### src/rtl/assert_macros.svh
// assertion macros used by the decoder rtl
`ifndef ASSERT_MACROS_SVH
`define ASSERT_MACROS_SVH

// property must hold on every clock edge out of reset
`define BILD_ASSERT(label, prop, msg) \
    label: assert property (@(posedge i_clk) disable iff (!i_rst_n) prop) else $error(msg);

// condition must never be seen out of reset
`define BILD_ASSERT_NEVER(label, cond, msg) \
    label: assert property (@(posedge i_clk) disable iff (!i_rst_n) !(cond)) else $error(msg);

`endif

### src/rtl/bild_pkg.sv
// types, codes and opcode length table for the bytecode length decoder
package bild_pkg;

    typedef enum logic [2:0] {
        PH_OPCODE,
        PH_OPERANDS,
        PH_WIDE,
        PH_PAD,
        PH_HEADER,
        PH_TABLE
    } t_phase;

    localparam logic [2:0] ST_OK        = 3'd0;
    localparam logic [2:0] ST_INVALID   = 3'd1;
    localparam logic [2:0] ST_BAD_WIDE  = 3'd2;
    localparam logic [2:0] ST_TRUNCATED = 3'd3;
    localparam logic [2:0] ST_NEG_RANGE = 3'd4;

    // kinds 0..4 are operand byte counts, the rest are special
    localparam logic [3:0] K_MAX_FIXED = 4'd4;
    localparam logic [3:0] K_INV       = 4'd5;
    localparam logic [3:0] K_TSW       = 4'd6;
    localparam logic [3:0] K_LSW       = 4'd7;
    localparam logic [3:0] K_WIDE      = 4'd8;

    localparam logic [7:0] OP_TABLESWITCH = 8'hAA;
    localparam logic [7:0] OP_IINC        = 8'h84;

    localparam logic [16:0] LEN_MAX = 17'h1FFFF;

    localparam int DATA_IN_BITS  = 8;
    localparam int DATA_OUT_BITS = 48;

    typedef struct packed {
        logic [15:0] start_offset;
        logic [7:0]  opcode;
        logic [16:0] byte_length;
        logic [2:0]  status;
    } t_result;

    function automatic logic [3:0] op_kind(input logic [7:0] b);
        logic [3:0] k;
        unique case (b) inside
            8'h10, 8'h12, [8'h15:8'h19], [8'h36:8'h3A], 8'hA9, 8'hBC: k = 4'd1;
            8'h11, 8'h13, 8'h14, 8'h84, [8'h99:8'hA8], [8'hB2:8'hB8],
            8'hBB, 8'hBD, 8'hC0, 8'hC1, 8'hC6, 8'hC7:                    k = 4'd2;
            8'hC5:                                                      k = 4'd3;
            8'hB9, 8'hC8, 8'hC9:                                        k = 4'd4;
            8'hBA, [8'hCA:8'hFF]:                                       k = K_INV;
            8'hAA:                                                      k = K_TSW;
            8'hAB:                                                      k = K_LSW;
            8'hC4:                                                      k = K_WIDE;
            default:                                                    k = 4'd0;
        endcase
        return k;
    endfunction

endpackage

### src/rtl/bild_in_stage.sv
// input register for code bytes
module bild_in_stage (
    input  logic       i_clk,
    input  logic       i_rst_n,
    input  logic       s_axis_tvalid,
    output logic       s_axis_tready,
    input  logic [7:0] s_axis_tdata,
    input  logic       s_axis_tlast,
    input  logic       i_out_free,
    output logic       o_advance,
    output logic [7:0] o_byte,
    output logic       o_last
);
    import bild_pkg::*;

    logic                    r_valid;
    logic [DATA_IN_BITS-1:0] r_byte;
    logic                    r_last;
    logic                    w_take;

    assign o_advance     = r_valid && i_out_free;
    assign s_axis_tready = !r_valid || i_out_free;
    assign w_take        = s_axis_tvalid && s_axis_tready;
    assign o_byte        = r_byte;
    assign o_last        = r_last;

    always_ff @(posedge i_clk) begin
        if (!i_rst_n) begin
            r_valid <= 1'b0;
        end else if (w_take) begin
            r_valid <= 1'b1;
        end else if (o_advance) begin
            r_valid <= 1'b0;
        end
    end

    always_ff @(posedge i_clk) begin
        if (w_take) begin
            r_byte <= s_axis_tdata;
            r_last <= s_axis_tlast;
        end
    end

endmodule

### src/rtl/bild_decode.sv
// instruction boundary state machine with per-byte decode
`include "assert_macros.svh"

module bild_decode #(
    parameter int OFFSET_BITS = 16
) (
    input  logic             i_clk,
    input  logic             i_rst_n,
    input  logic             i_cfg_wr_en,
    input  logic [1:0]       i_cfg_wr_data,
    input  logic             i_en,
    input  logic [7:0]       i_byte,
    input  logic             i_last,
    output logic             o_res_valid,
    output bild_pkg::t_result o_res
);
    import bild_pkg::*;

    logic [1:0]             r_base;
    logic [OFFSET_BITS-1:0] r_offset, n_offset;
    t_phase                 r_phase, n_phase;
    logic [34:0]            r_remain, n_remain;
    logic [31:0]            r_shift, n_shift;
    logic [31:0]            r_low, n_low;
    logic [3:0]             r_wcnt, n_wcnt;
    logic [OFFSET_BITS-1:0] r_start, n_start;
    logic [7:0]             r_op, n_op;
    logic                   r_skip, n_skip;

    logic                   w_done;
    logic [2:0]             w_status;
    logic [3:0]             w_kind;
    logic [1:0]             w_pos;
    logic [1:0]             w_pad;
    logic [34:0]            w_rem_dec;
    logic [31:0]            w_shift_nx;
    logic [3:0]             w_wcnt_nx;
    logic [32:0]            w_range;
    logic [32:0]            w_count;
    logic [OFFSET_BITS-1:0] w_span;
    logic [OFFSET_BITS:0]   w_len_full;
    logic [32:0]            w_len_ext;
    logic [31:0]            w_start_ext;
    logic                   w_counted_ph;
    logic                   w_inv;

    always_ff @(posedge i_clk) begin
        if (!i_rst_n) begin
            r_base <= 2'd0;
        end else if (i_cfg_wr_en) begin
            r_base <= i_cfg_wr_data;
        end
    end

    assign w_kind     = op_kind(i_byte);
    // offset of the byte after the opcode, modulo 4, from the code base
    assign w_pos      = r_base + r_offset[1:0] + 2'd1;
    assign w_pad      = 2'd0 - w_pos;
    assign w_rem_dec  = (r_remain != 35'd0) ? r_remain - 35'd1 : r_remain;
    assign w_shift_nx = {r_shift[23:0], i_byte};
    assign w_wcnt_nx  = r_wcnt + 4'd1;
    // signed high minus low, sign bit flags an empty range
    assign w_range    = {w_shift_nx[31], w_shift_nx} - {r_low[31], r_low};
    assign w_count    = w_range + 33'd1;

    always_comb begin
        n_offset    = r_offset;
        n_phase     = r_phase;
        n_remain    = r_remain;
        n_shift     = r_shift;
        n_low       = r_low;
        n_wcnt      = r_wcnt;
        n_start     = r_start;
        n_op        = r_op;
        n_skip      = r_skip;
        w_done      = 1'b0;
        w_status    = ST_OK;
        o_res_valid = 1'b0;

        if (!r_skip) begin
            unique case (r_phase)
                PH_OPCODE: begin
                    n_start = r_offset;
                    n_op    = i_byte;
                    if (w_kind == 4'd0) begin
                        w_done = 1'b1;
                    end else if (w_kind <= K_MAX_FIXED) begin
                        n_remain = 35'(w_kind);
                        n_phase  = PH_OPERANDS;
                    end else if (w_kind == K_INV) begin
                        w_done   = 1'b1;
                        w_status = ST_INVALID;
                    end else if (w_kind == K_TSW || w_kind == K_LSW) begin
                        n_wcnt  = 4'd0;
                        n_shift = 32'd0;
                        if (w_pad != 2'd0) begin
                            n_remain = 35'(w_pad);
                            n_phase  = PH_PAD;
                        end else begin
                            n_phase = PH_HEADER;
                        end
                    end else begin
                        n_phase = PH_WIDE;
                    end
                end
                PH_OPERANDS, PH_TABLE: begin
                    n_remain = w_rem_dec;
                    if (w_rem_dec == 35'd0) begin
                        w_done = 1'b1;
                    end
                end
                PH_WIDE: begin
                    if (i_byte == OP_IINC) begin
                        n_remain = 35'd4;
                        n_phase  = PH_OPERANDS;
                    end else begin
                        w_done   = 1'b1;
                        w_status = ST_BAD_WIDE;
                    end
                end
                PH_PAD: begin
                    n_remain = w_rem_dec;
                    if (w_rem_dec == 35'd0) begin
                        n_phase = PH_HEADER;
                    end
                end
                PH_HEADER: begin
                    n_shift = w_shift_nx;
                    n_wcnt  = w_wcnt_nx;
                    if (w_wcnt_nx == 4'd8) begin
                        if (r_op == OP_TABLESWITCH) begin
                            n_low = w_shift_nx;
                        end else if (w_shift_nx[31]) begin
                            w_done   = 1'b1;
                            w_status = ST_NEG_RANGE;
                        end else if (w_shift_nx == 32'd0) begin
                            w_done = 1'b1;
                        end else begin
                            // eight bytes per match-offset pair
                            n_remain = {w_shift_nx, 3'b000};
                            n_phase  = PH_TABLE;
                        end
                    end else if (w_wcnt_nx >= 4'd12) begin
                        if (w_range[32]) begin
                            w_done   = 1'b1;
                            w_status = ST_NEG_RANGE;
                        end else begin
                            n_remain = {w_count, 2'b00};
                            n_phase  = PH_TABLE;
                        end
                    end
                end
                default: begin
                    n_phase = PH_OPCODE;
                end
            endcase

            if (w_done) begin
                o_res_valid = 1'b1;
                n_phase     = PH_OPCODE;
                if (w_status != ST_OK && !i_last) begin
                    n_skip = 1'b1;
                end
            end else if (i_last && n_phase != PH_OPCODE) begin
                o_res_valid = 1'b1;
                w_status    = ST_TRUNCATED;
            end
        end

        if (i_last) begin
            n_phase  = PH_OPCODE;
            n_offset = '0;
            n_skip   = 1'b0;
        end else begin
            n_offset = r_offset + OFFSET_BITS'(1);
        end
    end

    // length from the offset difference, saturated to the field width
    assign w_span      = r_offset - n_start;
    assign w_len_full  = {1'b0, w_span} + (OFFSET_BITS+1)'(1);
    assign w_len_ext   = 33'(w_len_full);
    assign w_start_ext = 32'(n_start);

    always_comb begin
        o_res.start_offset = w_start_ext[15:0];
        o_res.opcode       = n_op;
        o_res.byte_length  = (w_len_ext > 33'(LEN_MAX)) ? LEN_MAX : w_len_ext[16:0];
        o_res.status       = w_status;
    end

    always_ff @(posedge i_clk) begin
        if (!i_rst_n) begin
            r_offset <= '0;
            r_phase  <= PH_OPCODE;
            r_remain <= 35'd0;
            r_shift  <= 32'd0;
            r_low    <= 32'd0;
            r_wcnt   <= 4'd0;
            r_start  <= '0;
            r_op     <= 8'd0;
            r_skip   <= 1'b0;
        end else if (i_en) begin
            r_offset <= n_offset;
            r_phase  <= n_phase;
            r_remain <= n_remain;
            r_shift  <= n_shift;
            r_low    <= n_low;
            r_wcnt   <= n_wcnt;
            r_start  <= n_start;
            r_op     <= n_op;
            r_skip   <= n_skip;
        end
    end

    assign w_counted_ph = r_phase == PH_OPERANDS || r_phase == PH_PAD || r_phase == PH_TABLE;
    assign w_inv        = i_en && o_res_valid && w_status == ST_INVALID;

    `BILD_ASSERT_NEVER(a_skip_only_at_opcode, r_skip && r_phase != PH_OPCODE, "skip off opcode")
    `BILD_ASSERT(a_counted_phase_nonzero, w_counted_ph |-> r_remain != 35'd0, "zero count left")
    `BILD_ASSERT(a_header_count_bound, r_phase == PH_HEADER |-> r_wcnt < 4'd12, "header overran")
    `BILD_ASSERT(a_invalid_len_one, w_inv |-> o_res.byte_length == 17'd1, "bad invalid length")

endmodule

### src/rtl/bild_out_stage.sv
// result register toward the output stream
module bild_out_stage (
    input  logic              i_clk,
    input  logic              i_rst_n,
    input  logic              i_advance,
    input  logic              i_res_valid,
    input  bild_pkg::t_result i_res,
    output logic              o_free,
    output logic              m_axis_tvalid,
    input  logic              m_axis_tready,
    output logic [47:0]       m_axis_tdata
);
    import bild_pkg::*;

    logic    r_valid;
    t_result r_res;

    assign o_free        = !r_valid || m_axis_tready;
    assign m_axis_tvalid = r_valid;
    assign m_axis_tdata  = DATA_OUT_BITS'({r_res.status, r_res.byte_length,
                                           r_res.opcode, r_res.start_offset});

    always_ff @(posedge i_clk) begin
        if (!i_rst_n) begin
            r_valid <= 1'b0;
        end else if (i_advance) begin
            r_valid <= i_res_valid;
        end else if (m_axis_tready) begin
            r_valid <= 1'b0;
        end
    end

    always_ff @(posedge i_clk) begin
        if (i_advance && i_res_valid) begin
            r_res <= i_res;
        end
    end

endmodule

### src/rtl/bytecode_instruction_length_decoder.sv
// top level of the bytecode instruction length decoder
//
//  port group      dir   payload
//  s_axis_*        in    code byte, tlast on the method's final byte
//  m_axis_*        out   start offset, opcode, length, status per instruction
//  i_cfg_wr_*      in    base address phase (code start address mod 4)
//
// one byte per cycle sustained unless m_axis_tready stalls; a byte waits in the
// input register, and its result, if any, is registered in the output register
// as the byte leaves; decode is one table lookup plus a 35-bit counter update
// synchronous active-low reset returns to opcode decode at offset zero
// a stalled m_axis_tready holds the result and backs up into s_axis_tready
module bytecode_instruction_length_decoder #(
    parameter int OFFSET_BITS = 16
) (
    input  logic        i_clk,
    input  logic        i_rst_n,
    input  logic        s_axis_tvalid,
    output logic        s_axis_tready,
    input  logic [7:0]  s_axis_tdata,   // [7:0] code_byte
    input  logic        s_axis_tlast,   // last_byte
    output logic        m_axis_tvalid,
    input  logic        m_axis_tready,
    output logic [47:0] m_axis_tdata,   // [15:0] start_offset, [23:16] opcode,
                                        // [40:24] byte_length, [43:41] status
    input  logic        i_cfg_wr_en,
    input  logic [1:0]  i_cfg_wr_data
);
    import bild_pkg::*;

    logic       w_out_free;
    logic       w_advance;
    logic [7:0] w_byte;
    logic       w_last;
    logic       w_res_valid;
    t_result    w_res;

    bild_in_stage u_in (
        .i_clk         (i_clk),
        .i_rst_n       (i_rst_n),
        .s_axis_tvalid (s_axis_tvalid),
        .s_axis_tready (s_axis_tready),
        .s_axis_tdata  (s_axis_tdata),
        .s_axis_tlast  (s_axis_tlast),
        .i_out_free    (w_out_free),
        .o_advance     (w_advance),
        .o_byte        (w_byte),
        .o_last        (w_last)
    );

    bild_decode #(
        .OFFSET_BITS (OFFSET_BITS)
    ) u_decode (
        .i_clk         (i_clk),
        .i_rst_n       (i_rst_n),
        .i_cfg_wr_en   (i_cfg_wr_en),
        .i_cfg_wr_data (i_cfg_wr_data),
        .i_en          (w_advance),
        .i_byte        (w_byte),
        .i_last        (w_last),
        .o_res_valid   (w_res_valid),
        .o_res         (w_res)
    );

    bild_out_stage u_out (
        .i_clk         (i_clk),
        .i_rst_n       (i_rst_n),
        .i_advance     (w_advance),
        .i_res_valid   (w_res_valid),
        .i_res         (w_res),
        .o_free        (w_out_free),
        .m_axis_tvalid (m_axis_tvalid),
        .m_axis_tready (m_axis_tready),
        .m_axis_tdata  (m_axis_tdata)
    );

endmodule

### config.mk
export PLATFORM = sky130hd
export DESIGN_NAME = bytecode_instruction_length_decoder
export DESIGN_NICKNAME = d
export VERILOG_FILES = /design/src/rtl/bild_pkg.sv /design/src/rtl/bild_in_stage.sv /design/src/rtl/bild_decode.sv /design/src/rtl/bild_out_stage.sv /design/src/rtl/bytecode_instruction_length_decoder.sv
export VERILOG_INCLUDE_DIRS = /design/src /design/src/rtl
export SDC_FILE = /design/constraint.sdc
export NUM_CORES = 1
export LEC_CHECK = 0
export BUFFER_PORTS_ARGS = -buffer_cell sky130_fd_sc_hd__buf_2
export CORE_ASPECT_RATIO = 0.9
export CORE_MARGIN = 3
export CORE_UTILIZATION = 37
export CTS_BUF_LIST = sky130_fd_sc_hd__clkbuf_8 sky130_fd_sc_hd__clkbuf_16
export DETAILED_ROUTE_END_ITERATION = 12
export PLACE_DENSITY_LB_ADDON = 0.08
export SLEW_MARGIN = 20
export SYNTH_ARGS = -nofsm -noshare
export SYNTH_HDL_FRONTEND = slang
export SYNTH_SLANG_ARGS = --single-unit
### constraint.sdc
create_clock -name i_clk -period 6.1 [get_ports i_clk]
set_clock_uncertainty 0.1 [all_clocks]
set_input_delay 0.305 -clock i_clk [delete_from_list [all_inputs] [get_ports i_clk]]
set_output_delay 0.305 -clock i_clk [all_outputs]
set_load 0.02 [all_outputs]
==> run_results.csv <==
group,metric,value,unit
status,status,"completed",
global_route,grt_usage,23.2,%
timing,hold-worst-slack,0.0269,ns
min_path,hold_start,"i_cfg_wr_en",
min_path,holdPathEnd,"u_decode.r_base[1]",
die,die_w,210,um
synth,yosysWarnings,0,
power,p_leak,6.00,nW
timing,post-route-period-util,86.2,%
power,ir_drop,193,uV
setup_path,r2r_slack,0.84,ns
drt,wl,46900,um
drt,vias,13300,
setup_path,r2r_cells,12,
synth,synth_edf_count,53,
synth,yosys.area.top_type,"dfxtp_1",
layout,syn_to_final_growth,10.3,%
timing,fin_setup_tns,0,ns
synth,yosysSeqAreaShare,32.1,%
global_route,grt_pass1_wl,72900,um
die,die_y,190,um
die,dieArea,39900,sq um
place,dp_slack,0.825,ns
timing,slew_violations,0,
setup_path,crit_path_end_kind,"register",
setup_path,r2r-end,"u_out.m_axis_tdata[26]",
setup_path,crit-reg2reg-launch,"u_decode.r_remain[0]",
die,core_area,36600,sq um
place,place_inst,2231,
timing,rsz0062_at_grt,"no",
setup_path,crit_type,"reg -> reg",
clocking,ctsRootBufferMaster,"clkbuf_16",
job,maxCapViolations,0,
global_route,grt_max_degree,75,
min_path,min_path_cells,3,
timing,fmax,0.190,GHz
clocking,htreeDepth,4,
place,io_buffers,61,
synth,synthTopCellsByArea,"dfxtp_1 21%, edfxtp_1 11%, nand2_1 5.5%",
synth,syn_inst,1772,
die,rows,66,
synth,ys_types,92,
drt,drc_errors,0,
global_route,grt_pass1_vias,12200,
min_path,hp-class,"in -> reg",
global_route,grt-ovfl-total,0,
global_route,antenna_found_initial,0,
synth,synth.cell_area,13900,sq um
drt,final_antenna_net_count,0,
timing,setup_ws,0.844,ns
layout,nFillCells,3759,
layout,antenna_cells,0,
setup_path,critPathLaunchType,"register",
timing,finalHoldViolCount,0,
layout,drive_gt1_share,9.73,%
clocking,clockBufferDepth,2,
synth,synth_top_area_share,20.6,%
drt,wire_per_inst,20.6,um
clocking,clkLatencyLatePin,0.46,ns
timing,relSlewSlack,34.7,%
synth,syn_area_per_cell,7.83,sq um
setup_path,crit_arrival,5.32,ns
clocking,cts_tree,"yes",
die,ioPinCount,66,
drt,first_pass_iters,6,
synth,synth_seq_cells,196,
place,gp_congestion,0.914,
synth,synthArstFlopShare,0,%
clocking,clock-sinks,196,
layout,fin_nets,1858,
clocking,numCtsBuffers,17,
drt,drt_iter0_markers,1192,
clocking,clk_pin_slew,0.08,ns
setup_path,worstPathRequired,6.17,ns
drt,vias_per_cell,5.86,
timing,min_period,5.26,ns
layout,layout.cells.non_filler,2275,
die,start_util,37.9,%
synth,ys.flop_type,"dfxtp_1",
timing,finalSetupViolCount,0,
setup_path,cp_max_fo,23,
place,post-dp-hpwl,34600,um
timing,worstMarginPinSlew,0.980,ns
power,p_per_area,210,nW/um^2
clocking,post_cts_buffers,0,
-- metrics by stage --
stage               power [mW]  utilization, %  instance area (sq um)
floorplan                 1.87               -                  13900
global route              3.36            41.9                  15300
detailed placement        2.05            39.9                  14600
finish                    3.22            41.9                  15300
global placement          2.05            39.9                  14600
CTS                       3.24            41.9                  15300
-- routing by layer --
layer	up-vias	GRT usage, %	part of all wire, %
met5	-	0	0
met3	46	3.76	5.7
met4	0	4.67	1.6
li1	6520	-	-
met2	413	33.1	41
met1	6351	36.5	52
-- cells in the mapped netlist, types with 13 or more instances --
cell type / count
nor2b_1: 17
nand2b_1: 16
inv_1: 80
xor2_1: 57
clkbuf_1: 86
nand3_1: 73
ha_1: 54
a21oi_1: 151
a211oi_1: 30
o21ai_0: 87
a21o_1: 26
o21a_1: 13
nand2_1: 204
nor4_1: 34
a31oi_1: 20
nand4_1: 31
nor3_1: 64
dfxtp_1: 143
xnor2_1: 45
or2_2: 18
mux2i_1: 22
or3_1: 28
edfxtp_1: 53
and3_1: 17
nor2_1: 155
-- worst max-delay path by stage --
stage                    startpoint                     end  slack (ns)
6_report       u_decode.r_remain[0]  u_out.m_axis_tdata[26]        0.84
5_1_grt              u_in.o_byte[0]   u_decode.r_remain[20]        0.50
4_1_cts        u_decode.r_remain[0]  u_out.m_axis_tdata[27]        0.81
3_5_place_dp   u_decode.r_remain[0]   u_out.m_axis_tdata[2]        0.83
3_3_place_gp   u_decode.r_remain[0]   u_out.m_axis_tdata[3]        0.83
2_1_floorplan        u_in.o_byte[0]   u_out.m_axis_tdata[0]        1.38
-- timing repair --
item / in CTS / in global routing
hold buffers: 12 / 0
setup endpoints to repair: 0 / 0
gates resized for setup: 0 / 0
hold endpoints to repair: 12 / 0
-- registers in the layout, summed over array words and instances (netlist names) --
signal and flops:
u_out.m_axis_tdata 44, u_decode.r_remain 35, u_decode.r_low 32, u_decode.r_shift 24, u_decode.r_offset 16, u_decode.r_start 16, u_decode.r_op 8, u_in.o_byte 8
u_decode.r_wcnt 4, u_decode.r_phase 3, u_decode.r_base 2, u_decode.r_skip 1, u_in.o_last 1, u_in.r_valid 1, u_out.m_axis_tvalid 1
-- layout make-up --
cell class                      count  area, sq um  area share (%)
Clock buffer                       19          464            3.03
Tap cell                          476          596            3.89
Timing Repair Buffer               97          618            4.04
Sequential cell                   196         4450            29.1
Inverter                           82          309            2.02
Multi-Input combinational cell   1392         8730            57.0
Clock inverter                     13          136           0.891
-- logic make-up after synthesis --
group / Yosys count / synth area share [%]
AOI/OAI and AO/OA: 472 / 22.3
DFF: 196 / 32.1
and+or+nand+nor: 724 / 26.2
xor gates and xnor gates: 102 / 6.44
muxes: 34 / 2.56
other: 1 / 0.0270
adders and majority gates: 56 / 5.16
buffers and inverters: 187 / 5.27
-- layout by cell type, fill, tap and decap left out, types with 8 or more instances in the layout --
cell type / n
or3_1: 28
o31ai_1: 9
and3_1: 17
a22oi_1: 12
inv_1: 82
a21o_1: 26
o211ai_1: 12
o22ai_1: 8
buf_2: 61
buf_4: 23
nor2_1: 155
xor2_1: 57
edfxtp_1: 53
nand2_1: 204
or4_1: 10
ha_1: 54
nand3_1: 73
nand4_1: 31
o21a_1: 12
clkbuf_16: 18
nand2b_1: 16
or2_2: 18
a21oi_1: 151
o21ai_0: 87
a211oi_1: 30
xnor2_1: 45
and2_1: 12
dfxtp_1: 143
nor4_1: 33
dlygate4sd3_1: 12
a221oi_1: 9
mux2_2: 12
a31oi_1: 20
nor2b_1: 16
mux2i_1: 22
nor3_1: 64
-- power breakdown --
part | internal (mW) | switching (mW)
combinational | 0.216 | 0.408
clock | 0.615 | 0.567
sequential | 1.38 | 0.0293
total | 2.21 | 1.00
-- critical path: stages, from the launching register on --
cell	delay, ns
dfxtp_1	0.41
inv_1	0.09
ha_1	0.24
or3b_1	0.43
or3_1	0.54
nor4_4	0.58
and2_1	0.50
nor4_1	0.11
xor2_1	0.19
or4_1	0.55
o21ai_1	0.31
o21a_2	0.62
buf_12	0.25
No activity file was read; power rests on OpenSTA's default activity.
